$ cat config.mk
export PLATFORM = sky130hd
export DESIGN_NAME = cash_note_dispenser
export DESIGN_NICKNAME = d
export VERILOG_FILES = /design/src/hw/rtl/cnd_pkg.sv /design/src/hw/rtl/cash_note_dispenser.sv
export SDC_FILE = /design/constraint.sdc
export NUM_CORES = 2
export LEC_CHECK = 0
export BUFFER_PORTS_ARGS = -buffer_cell sky130_fd_sc_hd__buf_2
export CORE_MARGIN = 5
export CORE_UTILIZATION = 35
export DETAILED_ROUTE_END_ITERATION = 8
export GPL_ROUTABILITY_DRIVEN = 0
export SYNTH_ARGS = -nofsm -noshare
export SYNTH_HDL_FRONTEND = slang
export SYNTH_SLANG_ARGS = --single-unit
$ cat constraint.sdc
create_clock -name clk -period 9.3 [get_ports clk]
set_input_delay 0.93 -clock clk [delete_from_list [all_inputs] [get_ports clk]]
set_output_delay 0.93 -clock clk [all_outputs]
set_load 0.01 [all_outputs]
$ cat src/hw/rtl/cnd_pkg.sv
// Package for the cash note dispenser: types, constants and the control-store program.
`default_nettype none
package cnd_pkg;

	localparam int MODE_W     = 2;
	localparam int BAL_W      = 31;
	localparam int STK_W      = 16;
	localparam int SLOT_W     = 4;
	localparam int NDEN       = 5;
	localparam int DEN_W      = 3;
	localparam int HIST_DEPTH = 10;
	localparam int HIDX_W     = (HIST_DEPTH > 1) ? $clog2(HIST_DEPTH) : 1;
	localparam int HCNT_W     = $clog2(HIST_DEPTH + 1);
	localparam int HOUT_W     = 4;
	localparam int HMAX_W     = (HIDX_W > SLOT_W) ? ((HIDX_W > HCNT_W) ? HIDX_W : HCNT_W)
	                          : ((SLOT_W > HCNT_W) ? SLOT_W : HCNT_W);
	localparam int HSUM_W     = HMAX_W + 1;

	// amount in units of 5000
	localparam int UNIT_W  = 19;
	localparam int SUM_W   = 22;
	localparam int BPROD_W = 35;
	localparam int BSUM_W  = 36;
	localparam int KPROD_W = 57;
	localparam int K_SH    = 38;
	localparam int DPROD_W = 40;
	localparam int D_SH    = 21;
	localparam int CHK_W   = 32;
	localparam int TAKE_W  = 24;

	localparam logic [BAL_W-1:0]  BAL_MAX   = {BAL_W{1'b1}};
	localparam logic [STK_W-1:0]  STK_MAX   = {STK_W{1'b1}};
	localparam logic [BAL_W-1:0]  BAL_RST   = 31'd5000000;
	localparam logic [12:0]       NOTE_VAL  = 13'd5000;
	localparam logic [28:0]       RECIP_625 = 29'd439804652;
	localparam logic [18:0]       RECIP_5   = 19'd419431;

	localparam logic [STK_W-1:0] STOCK_RST [NDEN] = '{16'd10, 16'd20, 16'd50, 16'd100, 16'd200};
	localparam logic [4:0]       DENOM_UNIT [NDEN] = '{5'd20, 5'd10, 5'd4, 5'd2, 5'd1};
	localparam logic [1:0]       DENOM_SHIFT [NDEN] = '{2'd2, 2'd1, 2'd2, 2'd1, 2'd0};
	localparam logic             DENOM_DIV5 [NDEN] = '{1'b1, 1'b1, 1'b0, 1'b0, 1'b0};

	localparam logic [MODE_W-1:0] MODE_WDR = 2'd0;
	localparam logic [MODE_W-1:0] MODE_RFL = 2'd1;

	typedef enum logic [1:0] {
		ST_OK       = 2'd0,
		ST_OVER     = 2'd1,
		ST_NOT_MULT = 2'd2,
		ST_SHORT    = 2'd3
	} status_t;

	typedef struct packed {
		logic [MODE_W-1:0] mode;
		logic [BAL_W-1:0]  amount;
		logic [STK_W-1:0]  add_hundred_k;
		logic [STK_W-1:0]  add_fifty_k;
		logic [STK_W-1:0]  add_twenty_k;
		logic [STK_W-1:0]  add_ten_k;
		logic [STK_W-1:0]  add_five_k;
		logic [SLOT_W-1:0] history_slot;
	} req_t;

	typedef struct packed {
		logic [1:0]        status;
		logic [STK_W-1:0]  notes_hundred_k;
		logic [STK_W-1:0]  notes_fifty_k;
		logic [STK_W-1:0]  notes_twenty_k;
		logic [STK_W-1:0]  notes_ten_k;
		logic [STK_W-1:0]  notes_five_k;
		logic [BAL_W-1:0]  balance_now;
		logic [BAL_W-1:0]  history_amount;
		logic [HOUT_W-1:0] history_used;
	} rsp_t;

	typedef enum logic [3:0] {
		OP_IDLE,
		OP_CHK,
		OP_MOD,
		OP_DIV,
		OP_TAKE,
		OP_COMMIT,
		OP_RSUM,
		OP_RBAL,
		OP_OUT
	} op_t;

	localparam int PC_W = 5;
	localparam logic [PC_W-1:0] PC_IDLE = 5'd0;
	localparam logic [PC_W-1:0] PC_WDR  = 5'd1;
	localparam logic [PC_W-1:0] PC_RFL  = 5'd14;
	localparam logic [PC_W-1:0] PC_OUT  = 5'd16;

	typedef struct packed {
		op_t              op;
		logic [DEN_W-1:0] den;
		logic [PC_W-1:0]  nxt;
		logic [PC_W-1:0]  jmp;
	} ctl_t;

	function automatic ctl_t cw(op_t op, int den, int nxt, logic [PC_W-1:0] jmp);
		ctl_t c;
		c.op  = op;
		c.den = DEN_W'(den);
		c.nxt = PC_W'(nxt);
		c.jmp = jmp;
		return c;
	endfunction

	function automatic ctl_t ucode(logic [PC_W-1:0] pc);
		ctl_t c;
		case (pc)
			5'd0:    c = cw(OP_IDLE,   0, 0,  PC_IDLE);
			5'd1:    c = cw(OP_CHK,    0, 2,  PC_IDLE);
			5'd2:    c = cw(OP_MOD,    0, 3,  PC_OUT);
			5'd3:    c = cw(OP_DIV,    0, 4,  PC_IDLE);
			5'd4:    c = cw(OP_TAKE,   0, 5,  PC_IDLE);
			5'd5:    c = cw(OP_DIV,    1, 6,  PC_IDLE);
			5'd6:    c = cw(OP_TAKE,   1, 7,  PC_IDLE);
			5'd7:    c = cw(OP_DIV,    2, 8,  PC_IDLE);
			5'd8:    c = cw(OP_TAKE,   2, 9,  PC_IDLE);
			5'd9:    c = cw(OP_DIV,    3, 10, PC_IDLE);
			5'd10:   c = cw(OP_TAKE,   3, 11, PC_IDLE);
			5'd11:   c = cw(OP_DIV,    4, 12, PC_IDLE);
			5'd12:   c = cw(OP_TAKE,   4, 13, PC_IDLE);
			5'd13:   c = cw(OP_COMMIT, 0, 16, PC_IDLE);
			5'd14:   c = cw(OP_RSUM,   0, 15, PC_IDLE);
			5'd15:   c = cw(OP_RBAL,   0, 16, PC_IDLE);
			5'd16:   c = cw(OP_OUT,    0, 0,  PC_IDLE);
			default: c = cw(OP_IDLE,   0, 0,  PC_IDLE);
		endcase
		return c;
	endfunction

endpackage
`default_nettype wire

$ cat src/hw/rtl/cash_note_dispenser.sv
// Cash note dispenser: balance, note stocks and withdrawal history behind a microcoded datapath.
//
// Requests enter on req/req_valid/req_stall and are taken when req_valid is high and
// req_stall low; one response per request leaves on rsp/rsp_valid/rsp_stall.
// req_stall is high while the sequencer works on a request, one request at a time.
// A withdraw runs check, modulo, the divide/take pairs and commit, then the output
// step; refused for balance or multiple, it jumps from modulo to output. Refill runs
// sum and balance steps, a query goes to output; idle resumes when the response is registered.
// Withdraw runs five divide/take step pairs of the control store, one per note
// denomination, through one shared divide-by-constant multiplier.
// The response sits in an output register; while rsp_stall holds it, a new request
// can still be accepted and worked up to its output step, where it waits.
// Reset (arst_n low) sets balance 5000000 and stocks 10/20/50/100/200 notes, empties
// the history and drops any pending response.
`default_nettype none
module cash_note_dispenser (
	input  wire  logic          clk,
	input  wire  logic          arst_n,
	input  wire  logic          req_valid,
	output       logic          req_stall,
	input  wire  cnd_pkg::req_t req,
	output       logic          rsp_valid,
	input  wire  logic          rsp_stall,
	output       cnd_pkg::rsp_t rsp
);
	import cnd_pkg::*;

	logic [PC_W-1:0]   pc_q, pc_d;
	ctl_t              ctl;
	logic              accept, rsp_go;

	req_t              req_q;
	logic [BAL_W-1:0]  balance_q;
	logic [STK_W-1:0]  stock_q [NDEN];
	logic [STK_W-1:0]  pick_q [NDEN];
	logic [BAL_W-1:0]  hist_q [HIST_DEPTH];
	logic [HCNT_W-1:0] hcount_q;
	logic [HIDX_W-1:0] hhead_q;
	logic [UNIT_W-1:0] k_q, rest_q, quo_q;
	logic              over_q;
	status_t           status_q;
	logic [SUM_W-1:0]  sum_q;
	rsp_t              rsp_q;
	logic              rsp_valid_q;

	logic [STK_W-1:0]   add_v [NDEN];
	logic [KPROD_W-1:0] k_prod;
	logic               mult_ok;
	logic [UNIT_W-1:0]  div_x;
	logic [DPROD_W-1:0] div_prod;
	logic [UNIT_W-1:0]  quo_d;
	logic [STK_W-1:0]   take_stk, take_n;
	logic [UNIT_W-1:0]  rest_d;
	logic               full;
	logic [HSUM_W-1:0]  wr_sum, rd_sum;
	logic [HIDX_W-1:0]  wr_idx, rd_idx, head_inc;
	logic               rd_hit;
	logic [SUM_W-1:0]   sum_d;
	logic [BPROD_W-1:0] bal_prod;
	logic [BSUM_W-1:0]  bal_sum;
	logic [BAL_W-1:0]   bal_rfl;
	logic [STK_W:0]     stk_sum [NDEN];
	logic [STK_W-1:0]   stk_rfl [NDEN];
	logic [STK_W-1:0]   notes_o [NDEN];
	rsp_t               rsp_d;

	assign ctl       = ucode(pc_q);
	assign req_stall = (ctl.op != OP_IDLE);
	assign accept    = req_valid && !req_stall;
	assign rsp_go    = !rsp_valid_q || !rsp_stall;
	assign rsp_valid = rsp_valid_q;
	assign rsp       = rsp_q;

	assign add_v[0] = req_q.add_hundred_k;
	assign add_v[1] = req_q.add_fifty_k;
	assign add_v[2] = req_q.add_twenty_k;
	assign add_v[3] = req_q.add_ten_k;
	assign add_v[4] = req_q.add_five_k;

	// amount / 5000 = (amount >> 3) / 625 by reciprocal
	assign k_prod  = KPROD_W'(req_q.amount >> 3) * KPROD_W'(RECIP_625);
	assign mult_ok = (CHK_W'(k_q) * CHK_W'(NOTE_VAL)) == CHK_W'(req_q.amount);

	// rest / unit: shift, then divide by 5 for the two largest notes
	assign div_x    = rest_q >> DENOM_SHIFT[ctl.den];
	assign div_prod = DPROD_W'(div_x) * DPROD_W'(RECIP_5);
	assign quo_d    = DENOM_DIV5[ctl.den] ? div_prod[D_SH +: UNIT_W] : div_x;

	assign take_stk = stock_q[ctl.den];
	assign take_n   = (quo_q > UNIT_W'(take_stk)) ? take_stk : quo_q[STK_W-1:0];
	assign rest_d   = rest_q - UNIT_W'(TAKE_W'(take_n) * TAKE_W'(DENOM_UNIT[ctl.den]));

	assign full     = (hcount_q == HCNT_W'(HIST_DEPTH));
	assign wr_sum   = HSUM_W'(hhead_q) + HSUM_W'(hcount_q);
	assign wr_idx   = (wr_sum >= HSUM_W'(HIST_DEPTH)) ? HIDX_W'(wr_sum - HSUM_W'(HIST_DEPTH))
	                                                  : HIDX_W'(wr_sum);
	assign head_inc = (hhead_q == HIDX_W'(HIST_DEPTH - 1)) ? '0 : hhead_q + 1'b1;
	assign rd_sum   = HSUM_W'(hhead_q) + HSUM_W'(req_q.history_slot);
	assign rd_idx   = (rd_sum >= HSUM_W'(HIST_DEPTH)) ? HIDX_W'(rd_sum - HSUM_W'(HIST_DEPTH))
	                                                  : HIDX_W'(rd_sum);
	assign rd_hit   = HSUM_W'(req_q.history_slot) < HSUM_W'(hcount_q);

	assign bal_prod = BPROD_W'(sum_q) * BPROD_W'(NOTE_VAL);
	assign bal_sum  = BSUM_W'(balance_q) + BSUM_W'(bal_prod);
	assign bal_rfl  = (bal_sum > BSUM_W'(BAL_MAX)) ? BAL_MAX : bal_sum[BAL_W-1:0];

	always_comb begin
		sum_d = '0;
		for (int i = 0; i < NDEN; i++) begin
			stk_sum[i] = (STK_W+1)'(stock_q[i]) + (STK_W+1)'(add_v[i]);
			stk_rfl[i] = stk_sum[i][STK_W] ? STK_MAX : stk_sum[i][STK_W-1:0];
			sum_d      = sum_d + SUM_W'(add_v[i]) * SUM_W'(DENOM_UNIT[i]);
			notes_o[i] = (req_q.mode == MODE_WDR) ? pick_q[i] : stock_q[i];
		end
	end

	always_comb begin
		rsp_d.status          = status_q;
		rsp_d.notes_hundred_k = notes_o[0];
		rsp_d.notes_fifty_k   = notes_o[1];
		rsp_d.notes_twenty_k  = notes_o[2];
		rsp_d.notes_ten_k     = notes_o[3];
		rsp_d.notes_five_k    = notes_o[4];
		rsp_d.balance_now     = balance_q;
		rsp_d.history_amount  = rd_hit ? hist_q[rd_idx] : '0;
		rsp_d.history_used    = HOUT_W'(hcount_q);
	end

	always_comb begin
		case (ctl.op)
			OP_IDLE: begin
				if (!accept)
					pc_d = pc_q;
				else if (req.mode == MODE_WDR)
					pc_d = PC_WDR;
				else if (req.mode == MODE_RFL)
					pc_d = PC_RFL;
				else
					pc_d = PC_OUT;
			end
			OP_MOD:  pc_d = (over_q || !mult_ok) ? ctl.jmp : ctl.nxt;
			OP_OUT:  pc_d = rsp_go ? ctl.nxt : pc_q;
			default: pc_d = ctl.nxt;
		endcase
	end

	// sequencer, architectural state, response handshake
	always_ff @(posedge clk or negedge arst_n) begin
		if (!arst_n) begin
			pc_q        <= PC_IDLE;
			rsp_valid_q <= 1'b0;
			balance_q   <= BAL_RST;
			hcount_q    <= '0;
			hhead_q     <= '0;
			for (int i = 0; i < NDEN; i++)
				stock_q[i] <= STOCK_RST[i];
		end else begin
			pc_q <= pc_d;
			if (ctl.op == OP_OUT && rsp_go)
				rsp_valid_q <= 1'b1;
			else if (!rsp_stall)
				rsp_valid_q <= 1'b0;
			case (ctl.op)
				OP_COMMIT: begin
					if (rest_q == '0) begin
						balance_q <= balance_q - req_q.amount;
						for (int i = 0; i < NDEN; i++)
							stock_q[i] <= stock_q[i] - pick_q[i];
						if (full)
							hhead_q <= head_inc;
						else
							hcount_q <= hcount_q + 1'b1;
					end
				end
				OP_RSUM: begin
					for (int i = 0; i < NDEN; i++)
						stock_q[i] <= stk_rfl[i];
				end
				OP_RBAL:  balance_q <= bal_rfl;
				default: ;
			endcase
		end
	end

	// datapath payload
	always_ff @(posedge clk) begin
		if (accept) begin
			req_q    <= req;
			status_q <= ST_OK;
		end
		case (ctl.op)
			OP_CHK: begin
				k_q    <= k_prod[K_SH +: UNIT_W];
				over_q <= req_q.amount > balance_q;
				for (int i = 0; i < NDEN; i++)
					pick_q[i] <= '0;
			end
			OP_MOD: begin
				rest_q <= k_q;
				if (over_q)
					status_q <= ST_OVER;
				else if (!mult_ok)
					status_q <= ST_NOT_MULT;
			end
			OP_DIV:  quo_q <= quo_d;
			OP_TAKE: begin
				pick_q[ctl.den] <= take_n;
				rest_q          <= rest_d;
			end
			OP_COMMIT: begin
				if (rest_q == '0) begin
					hist_q[full ? hhead_q : wr_idx] <= req_q.amount;
				end else begin
					status_q <= ST_SHORT;
					for (int i = 0; i < NDEN; i++)
						pick_q[i] <= '0;
				end
			end
			OP_RSUM: sum_q <= sum_d;
			OP_OUT: begin
				if (rsp_go)
					rsp_q <= rsp_d;
			end
			default: ;
		endcase
	end

endmodule
`default_nettype wire
==> run metrics <==
outcome completed; Slew HR 0.202; crit path max fanout 25; HPWL reported at the end of detailed placement 177000 um; gr ovfl total 0; Initial Utilization 0.351; H-tree Lvls 3; crit path kind flip-flop to flip-flop; HP Class primary input to asynchronous set/reset pin; largest net degree at the start of global routing 70; Setup crit start pc_q[1]; R2R Path Start pc_q[1]; Net Count, Synth 8647; Crit path arrival time approximately 9.2 ns; final hold vios 0; Setup-failing EPs final 0; drt total wl 222000 um; first-pass GRT wire length 335000 um; fin nets 9006; Clock Path Buffers 3; via count between 50000 and 60000; EDFF count, synth 735; # clock sinks 862; Synth cell types 92; final worst path period need 8.75 ns; critical path's largest stage delay ~0.60 ns; die height 476 um; die width 476 um; syn_area_per_cell 11.1 um^2; drt wl/cell 21.8 um; RSZ-0062 raised after global routing false; core area 0.217 mm^2; Post-Syn Instances 6881; Clock Latency Late Sink 0.78 ns; Worst Path Required 9.74 ns; IO Count 271; TritonCTS Buffers 98; DR DRC count 0; clock root buffer master clkbuf_16; critical path startpoint category flip-flop; fin crit share 0.941; sequential cell area fraction in the yosys report 0.332; hold bufs inserted after CTS 0; Row Count 171; Final ANT Viol Nets 0; top_reg_cell synth edfxtp_1; DR vias/cell 5.21; die area 0.227 mm^2; max_cap viols 0; measured slew at the worst slew-check pin 1.19 ns; fill count around 21000; CTS tree done; Setup TNS 0 ns; Tot GR Track Use 0.195; CTS clk-pin slew, worst paths 0.06 ns; Starting DRT DRC Count 4486; CP Capture Type flip-flop; Max Fclk between 100 and 150 MHz; Layout area overhead 11.8%; Yosys reg bits between 800 and 900; Slew Viols, Final 0; warnings from Yosys 0; Worst path slowest cell o21ai_1; antenna violations before repair 7; Max Clock Skew about 0.075 ns; post-synthesis cell area 0.0760 mm^2; IO buf count 270; share of cells above drive strength 1 0.111; Synth async-reset ratio 0.145; DR pass1 iterations 6; vias in the first global route 54200
-- Yosys cell counts, types with 109 or more instances --
| cell | count | area (um^2) |
|---|---|---|
| inv_1 | 1306 | 4900 |
| ha_1 | 955 | 11900 |
| edfxtp_1 | 735 | 22100 |
| fa_1 | 690 | 13800 |
| nor2_1 | 352 | 1320 |
| nand2_1 | 334 | 1250 |
| o21ai_0 | 292 | 1460 |
| a21oi_1 | 270 | 1350 |
| xnor2_1 | 199 | 1740 |
| a21o_1 | 126 | 946 |
| clkbuf_1 | 118 | 443 |
| xor2_1 | 109 | 955 |
-- through the flow --
step	area (um^2)	setup slack, ns	util	hold WS (ns)	instances
4_1_cts	84800	0.237	0.391	0.184	10200
2_1_floorplan	76000	0.351	-	0.408	6881
6_report	85000	0.546	0.392	0.199	10200
5_1_grt	85000	0.0466	0.392	0.228	10200
3_3_place_gp	81500	0.528	0.376	0.464	9981
3_5_place_dp	81500	0.305	0.376	0.470	9981
-- layout make-up --
cell class / instances / area, um^2 / share of cell area
diodes: 7 / 17.5 / 0.000206
multi-input cells: 4572 / 45500 / 0.536
clock buffers: 123 / 2570 / 0.0302
repair buffers: 399 / 2350 / 0.0277
well taps: 2854 / 3570 / 0.0420
clock inverters: 60 / 758 / 0.00892
flip-flops and latches: 862 / 25300 / 0.297
inverters: 1307 / 4910 / 0.0578
-- layout by cell type (no fill, tap or decap), types with 77 or more instances in the layout --
cell type / instances
a211oi_1: 92
a21o_1: 126
a21oi_1: 266
buf_2: 269
buf_4: 126
clkbuf_16: 98
dfrtp_1: 104
edfxtp_1: 735
fa_1: 690
ha_1: 954
inv_1: 1305
mux2_2: 83
mux4_2: 77
nand2_1: 333
nor2_1: 338
nor2b_1: 93
nor3_1: 96
o21ai_0: 287
xnor2_1: 198
xor2_1: 109
-- what timing repair did --
action | in CTS | in global routing
resized for setup | 0 | 9
buffers inserted | 0 | 13
endpoints found under the setup margin | 0 | 13
-- per-layer routing --
metal | routed length (um) | part of all wire | track usage
met2 | 99900 | 0.45 | 0.308
met1 | 96800 | 0.44 | 0.268
met4 | 10300 | 0.046 | 0.0787
met3 | 15200 | 0.069 | 0.0293
met5 | 0 | 0 | 0
-- cell families (layout without fill, tap and decap cells) --
kind of cell               after synthesis  after routing  share of synthesized area
AOI/OAI and AO/OA                     1198           1198                      0.103
xor gates and xnor gates               308            308                     0.0355
adders and majority gates             1645           1645                      0.339
buffers and inverters                 1447           1889                     0.0718
DFF                                    862            862                      0.332
muxes                                  229            229                     0.0442
other                                    0              7                          0
and+or+nand+nor                       1192           1192                     0.0741
-- final timing paths --
path	endpoint	slack, ns	cells after the start
setup reg to reg	quo_q[15]	0.55	29
min in group clk	add_v[27]	0.34	1
hold / removal	stock_q[63]	0.20	1
max in group asynchronous	stock_q[8]	7.60	2
hold reg to reg	rsp[35]	0.48	0
setup / recovery	quo_q[15]	0.55	29
-- worst max-delay path, delay by kind of cell, from the launching register on --
| family | cells | cell delay (ns) |
|---|---|---|
| muxes | 1 | 0.12 |
| AOI/OAI and AO/OA | 10 | 3.09 |
| buffers and inverters | 6 | 0.84 |
| adders and majority gates | 8 | 3.41 |
| xor gates and xnor gates | 1 | 0.12 |
| and+or+nand+nor | 3 | 0.25 |
| DFF | 1 | 0.58 |
-- sequential cells by signal, indices dropped and copies added, names as in the netlist, 22 cells and up --
name	count
hist_q	310
rsp	148
add_v	80
pick_q	80
stock_q	80
req_q	37
balance_q	31
sum_q	22
Power is left out: the tool's default activity adds up to more than one toggle a clock period on the data nets, which glitch-free logic cannot reach.
